$ cat config.mk
export PLATFORM = sky130hd
export DESIGN_NAME = lru_page_replacement
export DESIGN_NICKNAME = d
export VERILOG_FILES = /design/src/hw/rtl/lrupr_pkg.sv /design/src/hw/rtl/lrupr_ctrl.sv /design/src/hw/rtl/lrupr_datapath.sv /design/src/hw/rtl/lru_page_replacement.sv
export SDC_FILE = /design/constraint.sdc
export NUM_CORES = 1
export LEC_CHECK = 0
export ABC_CLOCK_PERIOD_IN_PS = 4800
export BUFFER_PORTS_ARGS = -buffer_cell sky130_fd_sc_hd__buf_2
export CORE_MARGIN = 3
export CORE_UTILIZATION = 40
export CTS_CLUSTER_DIAMETER = 80
export DETAILED_ROUTE_END_ITERATION = 6
export SETUP_SLACK_MARGIN = 0.1
export SKIP_LAST_GASP = 1
export SYNTH_ARGS = -nofsm -noshare
export SYNTH_HDL_FRONTEND = slang
export SYNTH_SLANG_ARGS = --single-unit
export TNS_END_PERCENT = 50
$ cat constraint.sdc
create_clock -name clk -period 4.8 [get_ports clk]
set_clock_uncertainty 0.15 [all_clocks]
set_input_delay 0.48 -clock clk [delete_from_list [all_inputs] [get_ports clk]]
set_output_delay 0.48 -clock clk [all_outputs]
set_load 0.02 [all_outputs]
$ cat src/hw/rtl/lrupr_pkg.sv
// Shared types and constants of the LRU page replacement list.
package lrupr_pkg;

    localparam int ACTION_W   = 2;
    localparam int STATUS_W   = 2;
    localparam int VICTIM_W   = 20;
    localparam int COUNT_W    = 5;
    localparam int M_TDATA_W  = 32;
    localparam int M_TDATA_PAD = M_TDATA_W - VICTIM_W - COUNT_W;

    typedef enum logic [ACTION_W-1:0] {
        ACT_INSERT = 2'd0,
        ACT_TOUCH  = 2'd1,
        ACT_EVICT  = 2'd2,
        ACT_NONE   = 2'd3
    } action_t;

    typedef enum logic [STATUS_W-1:0] {
        ST_OK        = 2'd0,
        ST_NOT_FOUND = 2'd1,
        ST_EMPTY     = 2'd2,
        ST_FULL      = 2'd3
    } status_t;

    typedef enum logic [1:0] {
        S_IDLE    = 2'd0,
        S_COMPARE = 2'd1,
        S_UPDATE  = 2'd2
    } ctrl_state_t;

    typedef struct packed {
        logic load;
        logic compare;
        logic update;
    } ctrl_cmd_t;

    typedef struct packed {
        logic out_free;
    } dp_status_t;

endpackage

$ cat src/hw/rtl/lrupr_ctrl.sv
// Controller state machine that sequences compare and update of each transaction.
module lrupr_ctrl
    import lrupr_pkg::*;
(
    input  logic       clk,
    input  logic       rst_n,
    input  logic       s_tvalid,
    output logic       s_tready,
    input  dp_status_t status,
    output ctrl_cmd_t  cmd
);

    ctrl_state_t state_reg;
    ctrl_state_t state_next;
    logic        accept;

    always_ff @(posedge clk or negedge rst_n)
    begin
        if (!rst_n)
        begin
            state_reg <= S_IDLE;
        end
        else
        begin
            state_reg <= state_next;
        end
    end

    always_comb
    begin
        s_tready    = 1'b0;
        cmd         = '0;
        state_next  = state_reg;
        accept      = 1'b0;
        unique case (state_reg)
            S_IDLE:
            begin
                s_tready = 1'b1;
                accept   = s_tvalid;
                if (accept)
                begin
                    state_next = S_COMPARE;
                end
            end
            S_COMPARE:
            begin
                cmd.compare = 1'b1;
                state_next  = S_UPDATE;
            end
            S_UPDATE:
            begin
                if (status.out_free)
                begin
                    cmd.update = 1'b1;
                    s_tready   = 1'b1;
                    accept     = s_tvalid;
                    state_next = accept ? S_COMPARE : S_IDLE;
                end
            end
            default:
            begin
                state_next = S_IDLE;
            end
        endcase
        cmd.load = accept;
    end

endmodule

$ cat src/hw/rtl/lrupr_datapath.sv
// Datapath: recency register row, parallel compare, shift update and result register.
module lrupr_datapath
    import lrupr_pkg::*;
#(
    parameter int ENTRIES   = 16,
    parameter int PAGE_BITS = 20
)
(
    input  logic                 clk,
    input  logic                 rst_n,
    input  ctrl_cmd_t            cmd,
    output dp_status_t           status,
    input  logic                 cfg_we,
    input  logic                 cfg_wdata,
    input  logic [ACTION_W-1:0]  action_in,
    input  logic [PAGE_BITS-1:0] page_in,
    output logic                 out_valid,
    input  logic                 out_ready,
    output logic [STATUS_W-1:0]  out_status,
    output logic [VICTIM_W-1:0]  out_victim,
    output logic [COUNT_W-1:0]   out_count
);

    localparam int CNT_W = $clog2(ENTRIES + 1);

    logic [PAGE_BITS-1:0] entry_reg  [ENTRIES];
    logic [PAGE_BITS-1:0] entry_next [ENTRIES];
    logic [CNT_W-1:0]     count_reg;
    logic [CNT_W-1:0]     count_next;
    action_t              action_reg;
    logic [PAGE_BITS-1:0] page_reg;
    logic [ENTRIES-1:0]   match_reg;
    logic [ENTRIES-1:0]   match_next;
    logic [ENTRIES-1:0]   prefix;
    logic [ENTRIES-1:0]   shift_mask;
    logic                 track_reg;
    logic                 hit;
    logic                 do_promote;
    logic                 do_append;
    logic                 do_evict;
    status_t              status_d;
    logic [VICTIM_W-1:0]  victim_d;
    logic                 out_valid_reg;
    logic                 out_valid_next;
    status_t              out_status_reg;
    logic [VICTIM_W-1:0]  out_victim_reg;
    logic [COUNT_W-1:0]   out_count_reg;

    always_comb
    begin
        for (int i = 0; i < ENTRIES; i++)
        begin
            match_next[i] = (entry_reg[i] == page_reg) && (CNT_W'(i) < count_reg);
        end
    end

    always_comb
    begin
        prefix[0] = match_reg[0];
        for (int i = 1; i < ENTRIES; i++)
        begin
            prefix[i] = prefix[i-1] | match_reg[i];
        end
    end

    assign hit = |match_reg;

    always_comb
    begin
        do_promote = 1'b0;
        do_append  = 1'b0;
        do_evict   = 1'b0;
        status_d   = ST_OK;
        victim_d   = '0;
        count_next = count_reg;
        unique case (action_reg)
            ACT_INSERT:
            begin
                if (hit)
                begin
                    do_promote = 1'b1;
                end
                else if (count_reg == CNT_W'(ENTRIES))
                begin
                    status_d = ST_FULL;
                end
                else
                begin
                    do_append  = 1'b1;
                    count_next = count_reg + 1'b1;
                end
            end
            ACT_TOUCH:
            begin
                if (track_reg)
                begin
                    if (hit)
                    begin
                        do_promote = 1'b1;
                    end
                    else
                    begin
                        status_d = ST_NOT_FOUND;
                    end
                end
            end
            ACT_EVICT:
            begin
                if (count_reg == '0)
                begin
                    status_d = ST_EMPTY;
                end
                else
                begin
                    do_evict   = 1'b1;
                    victim_d   = VICTIM_W'(entry_reg[0]);
                    count_next = count_reg - 1'b1;
                end
            end
            default:
            begin
                status_d = ST_OK;
            end
        endcase
    end

    always_comb
    begin
        shift_mask = '0;
        if (do_promote)
        begin
            shift_mask = prefix;
        end
        else if (do_evict)
        begin
            shift_mask = '1;
        end
        for (int i = 0; i < ENTRIES; i++)
        begin
            entry_next[i] = entry_reg[i];
        end
        for (int i = 0; i < ENTRIES - 1; i++)
        begin
            if (shift_mask[i])
            begin
                entry_next[i] = entry_reg[i+1];
            end
        end
        for (int i = 0; i < ENTRIES; i++)
        begin
            if (do_promote && (CNT_W'(i + 1) == count_reg))
            begin
                entry_next[i] = page_reg;
            end
            if (do_append && (CNT_W'(i) == count_reg))
            begin
                entry_next[i] = page_reg;
            end
        end
    end

    assign out_valid_next = cmd.update | (out_valid_reg & ~out_ready);

    always_ff @(posedge clk or negedge rst_n)
    begin
        if (!rst_n)
        begin
            count_reg     <= '0;
            track_reg     <= 1'b0;
            out_valid_reg <= 1'b0;
        end
        else
        begin
            out_valid_reg <= out_valid_next;
            if (cmd.update)
            begin
                count_reg <= count_next;
            end
            if (cfg_we)
            begin
                track_reg <= cfg_wdata;
            end
        end
    end

    always_ff @(posedge clk)
    begin
        if (cmd.load)
        begin
            action_reg <= action_t'(action_in);
            page_reg   <= page_in;
        end
        if (cmd.compare)
        begin
            match_reg <= match_next;
        end
        if (cmd.update)
        begin
            entry_reg      <= entry_next;
            out_status_reg <= status_d;
            out_victim_reg <= victim_d;
            out_count_reg  <= COUNT_W'(count_next);
        end
    end

    assign status.out_free = ~out_valid_reg | out_ready;
    assign out_valid       = out_valid_reg;
    assign out_status      = out_status_reg;
    assign out_victim      = out_victim_reg;
    assign out_count       = out_count_reg;

endmodule

$ cat src/hw/rtl/lru_page_replacement.sv
// Top level of the LRU page replacement list with its stream ports.
// The block holds up to ENTRIES page numbers in recency order and answers every
// transaction with exactly one result. The compare state compares the page against all
// held entries in parallel, then the update state shifts the register row and loads
// the result register, waiting while a result is still pending. New transactions are
// taken in idle or along with an update; a result waits in its register while the next
// transaction is compared. The user writes tracking_enable through cfg_we and cfg_wdata
// only while no transaction is in flight; the block itself does not enforce this.
module lru_page_replacement
    import lrupr_pkg::*;
#(
    parameter int ENTRIES   = 16,
    parameter int PAGE_BITS = 20
)
(
    input  logic                                 clk,
    input  logic                                 rst_n,
    input  logic                                 cfg_we,
    input  logic                                 cfg_wdata,
    input  logic                                 s_tvalid,
    output logic                                 s_tready,
    // Fields from bit 0: page_number.
    input  logic [((PAGE_BITS + 7) / 8) * 8-1:0] s_tdata,
    // Fields from bit 0: action.
    input  logic [ACTION_W-1:0]                  s_tuser,
    output logic                                 m_tvalid,
    input  logic                                 m_tready,
    // Fields from bit 0: victim_page, entry_count.
    output logic [M_TDATA_W-1:0]                 m_tdata,
    // Fields from bit 0: status.
    output logic [STATUS_W-1:0]                  m_tuser
);

    ctrl_cmd_t           cmd;
    dp_status_t          dp_status;
    logic [VICTIM_W-1:0] victim;
    logic [COUNT_W-1:0]  count;

    lrupr_ctrl u_ctrl (
        .clk      (clk),
        .rst_n    (rst_n),
        .s_tvalid (s_tvalid),
        .s_tready (s_tready),
        .status   (dp_status),
        .cmd      (cmd)
    );

    lrupr_datapath #(
        .ENTRIES   (ENTRIES),
        .PAGE_BITS (PAGE_BITS)
    ) u_datapath (
        .clk        (clk),
        .rst_n      (rst_n),
        .cmd        (cmd),
        .status     (dp_status),
        .cfg_we     (cfg_we),
        .cfg_wdata  (cfg_wdata),
        .action_in  (s_tuser),
        .page_in    (s_tdata[PAGE_BITS-1:0]),
        .out_valid  (m_tvalid),
        .out_ready  (m_tready),
        .out_status (m_tuser),
        .out_victim (victim),
        .out_count  (count)
    );

    assign m_tdata = {{M_TDATA_PAD{1'b0}}, count, victim};

`ifndef NO_ASSERTIONS
    a_no_result_overwrite: assert property (@(posedge clk) disable iff (!rst_n)
        cmd.update |-> !(m_tvalid && !m_tready))
        else $error("Result register loaded while a result was still pending.");

    a_two_cycle_transaction: assert property (@(posedge clk) disable iff (!rst_n)
        (s_tvalid && s_tready) |=> !s_tready)
        else $error("Transaction accepted in back-to-back cycles.");

    a_empty_result: assert property (@(posedge clk) disable iff (!rst_n)
        (m_tvalid && (m_tuser == ST_EMPTY)) |-> (victim == '0 && count == '0))
        else $error("Evict on empty reported a page or a nonzero count.");

    a_full_result: assert property (@(posedge clk) disable iff (!rst_n)
        (m_tvalid && (m_tuser == ST_FULL)) |-> (count == COUNT_W'(ENTRIES)))
        else $error("Insert reported full while the table was not full.");
`endif

endmodule

==> run_results.csv <==
group,metric,value,unit
yosys,synth_ff_type,"edfxtp_1",
yosys,yosysUniqueCellTypes,52,
grt,grt_max_degree,33,
floorplanning,die_area,0.0543,sq mm
timing,min_period_over_period,84.0,%
floorplanning,rows,82,
clocking,htreeDepth,2,
grt,grt_pass1_wl,76600,um
yosys,synthArstFlopShare,2.28,%
detailed_routing,drt_iter0_markers,719,
timing,timing.hold.ws,7.70,ps
worst_setup_path,crit_family,"compound AO/OA/AOI/OAI gates",
worst_setup_path,slowest_delay,990,ps
timing,fmax,248,MHz
timing,finalCriticalPeriod,4030,ps
clocking,clock_latency,570,ps
timing,hold_violations,0,
timing,setup_viol,0,
worst_setup_path,critPathKind,"reg -> reg",
grt,antenna_found_initial,1,
clocking,cts_setup_buffers,0,
detailed_routing,vias,12100,
min_path,hp-class,"in -> reg",
clocking,clock_sinks,394,
floorplanning,die_w,233,um
place,place.gp.congestion,0.906,
power,cellLeakagePower,7.78,nW
layout,layout-drive-gt1-share,27.5,%
worst_setup_path,critPathArrivalTime,4110,ps
detailed_routing,avgViaCountPerCell,5.34,
place,io_buffers,56,
floorplanning,initial_core_util,40.8,%
place,dpl.cell_count,2162,
layout,multi_input_area,0.00840,sq mm
timing,worst_slew_pin_slew,1170,ps
grt,overflow,0,
layout,final_cells,2260,
detailed_routing,routed_wl,50400,um
worst_setup_path,start_kind,"flip-flop",
yosys,synth.most_common_cell,"edfxtp_1",
worst_setup_path,reg2regPathDepth,8,
clocking,holdBufCountCts,25,
yosys,netlist_area,0.0206,sq mm
layout,largest_reg_flops,320,
clocking,clockBufferDepth,3,
clocking,cts_tree,"built",
yosys,synth_seq_cells,394,
layout,regArea,0.0118,sq mm
clocking,cts_resized,0,
power,power_density,370,mW/mm^2
yosys,ys.warnings.count,0,
layout,fillers,4488,
layout,synthToLayoutAreaGrowth,13.6,%
floorplanning,io_pins,68,
yosys,synthTopCellsByCount,"edfxtp_1, mux2_2, xor2_1",
worst_setup_path,worstPathRequired,4880,ps
grt,grt_pass1_vias,12500,
power,ir_drop,0.300,mV
timing,rsz0062_at_grt,"no",
worst_setup_path,path_buf_inv,2,
worst_setup_path,cp_num_cells,8,
timing,slew-limit-headroom,21.7,%
detailed_routing,firstDrtPassIters,5,
yosys,synthCells,1489,
grt,grt_util_all_layers,18.7,%
yosys,ys_top_cells_by_area,"edfxtp_1, mux2_2, xor2_1",
detailed_routing,post_drt_wl_per_cell,22.3,um
yosys,yosys.area.top_type,"edfxtp_1",
job,drv_cap,0,
yosys,ys_seq_area_share,57.1,%
worst_setup_path,cp_max_fo,21,
yosys,synth_edf_count,385,
detailed_routing,ant_nets,0,
yosys,synth_top_area_share,56.0,%
detailed_routing,drc,0,
clocking,cts_made_buffers,43,
clocking,clk_pin_slew,60,ps
outcome,outcome,"finished clean",
yosys,avgSynthCellArea,13.9,sq um
floorplanning,die_h,233,um
timing,finalSetupTns,0,ps
layout,final_nets,1597,
floorplanning,core_region_area,0.0506,sq mm
min_path,whs_path_depth,1,
place,place_hpwl,34900,um
worst_setup_path,path_cells,"inv_1 > ha_1 > nor4bb_1 > nor2_1 > and3_1 > a32o_1 > o21a_1 > buf_4",
worst_setup_path,end_kind,"flip-flop",
worst_setup_path,critPathSlowestCell,"a32o_1",
timing,slew_viol_final,0,
clocking,cts_root_buf,"clkbuf_16",
power breakdown:
part | internal (mW) | switching (mW) | total (mW)
logic | 0.446 | 0.731 | 1.18
clock network | 1.91 | 1.34 | 3.25
registers | 4.02 | 0.221 | 4.24
layer usage:
layer	GRT usage, %	wire length [um]	vias up
met5	0	13	-
met4	5.35	1210	2
met3	2.93	1990	71
met2	32.5	25200	255
met1	24.1	22100	6104
li1	-	-	5636
cells in the final DEF (no fill, tap or decap), types with 26 or more instances in the layout:
cell	netlist	layout
and2_1	28	28
buf_2	33	56
buf_4	7	64
clkbuf_16	0	43
edfxtp_1	385	385
mux2_1	60	60
mux2_2	240	240
nand2_1	26	26
nand4_1	36	36
nor4_1	59	59
xnor2_1	111	111
xor2_1	211	211
worst register-to-register path, stage by stage, from the launching register on:
cell and delay [ps]:
dfrtp_1 610, inv_1 230, ha_1 250, nor4bb_1 180
nor2_1 230, and3_1 510, a32o_1 1000, o21a_1 240
buf_4 280
metrics by stage:
stage,cell area (sq um),setup slack [ps],power [mW],utilization [%]
after floorplan,20700,1200,5.03,-
after global placement,21800,927,5.45,43.2
after detailed placement,21800,888,5.47,43.2
after CTS,23400,838,8.75,46.3
after global routing,23400,509,9.00,46.3
final,23400,769,8.67,46.3
layout make-up:
cell class,instances,share of cell area (%)
Tap cell,672,3.59
Timing Repair Buffer,147,4.49
Antenna cell,1,0.0107
Inverter,5,0.0801
Multi-Input combinational cell,969,35.8
Clock buffer,56,4.80
Sequential cell,394,50.3
Clock inverter,16,0.897
final timing paths:
path | slack (ps) | startpoint | to
setup / recovery | 770 | u_datapath.count_reg[1] | u_datapath.entry_reg[220]
hold / removal | 8 | s_tdata[4] | u_datapath.page_reg[4]
setup reg to reg | 770 | u_datapath.count_reg[1] | u_datapath.entry_reg[220]
hold reg to reg | 420 | u_datapath.out_valid | u_datapath.out_valid
max in group asynchronous | 4150 | rst_n | u_datapath.out_valid
min in group asynchronous | 150 | rst_n | u_datapath.count_reg[1]
cells by family (layout without fill, tap and decap cells):
family | count (synthesis) | after routing | share of synthesized area (%)
flops | 394 | 394 | 57.1
xor+xnor | 322 | 322 | 13.7
mux | 300 | 300 | 16.4
simple gates | 245 | 245 | 6.89
buf+inv | 132 | 224 | 2.73
compound gates | 90 | 90 | 2.88
fa+ha+maj | 5 | 5 | 0.303
other cells | 1 | 8 | 0.0182
Power figures use the tool's default switching activity.
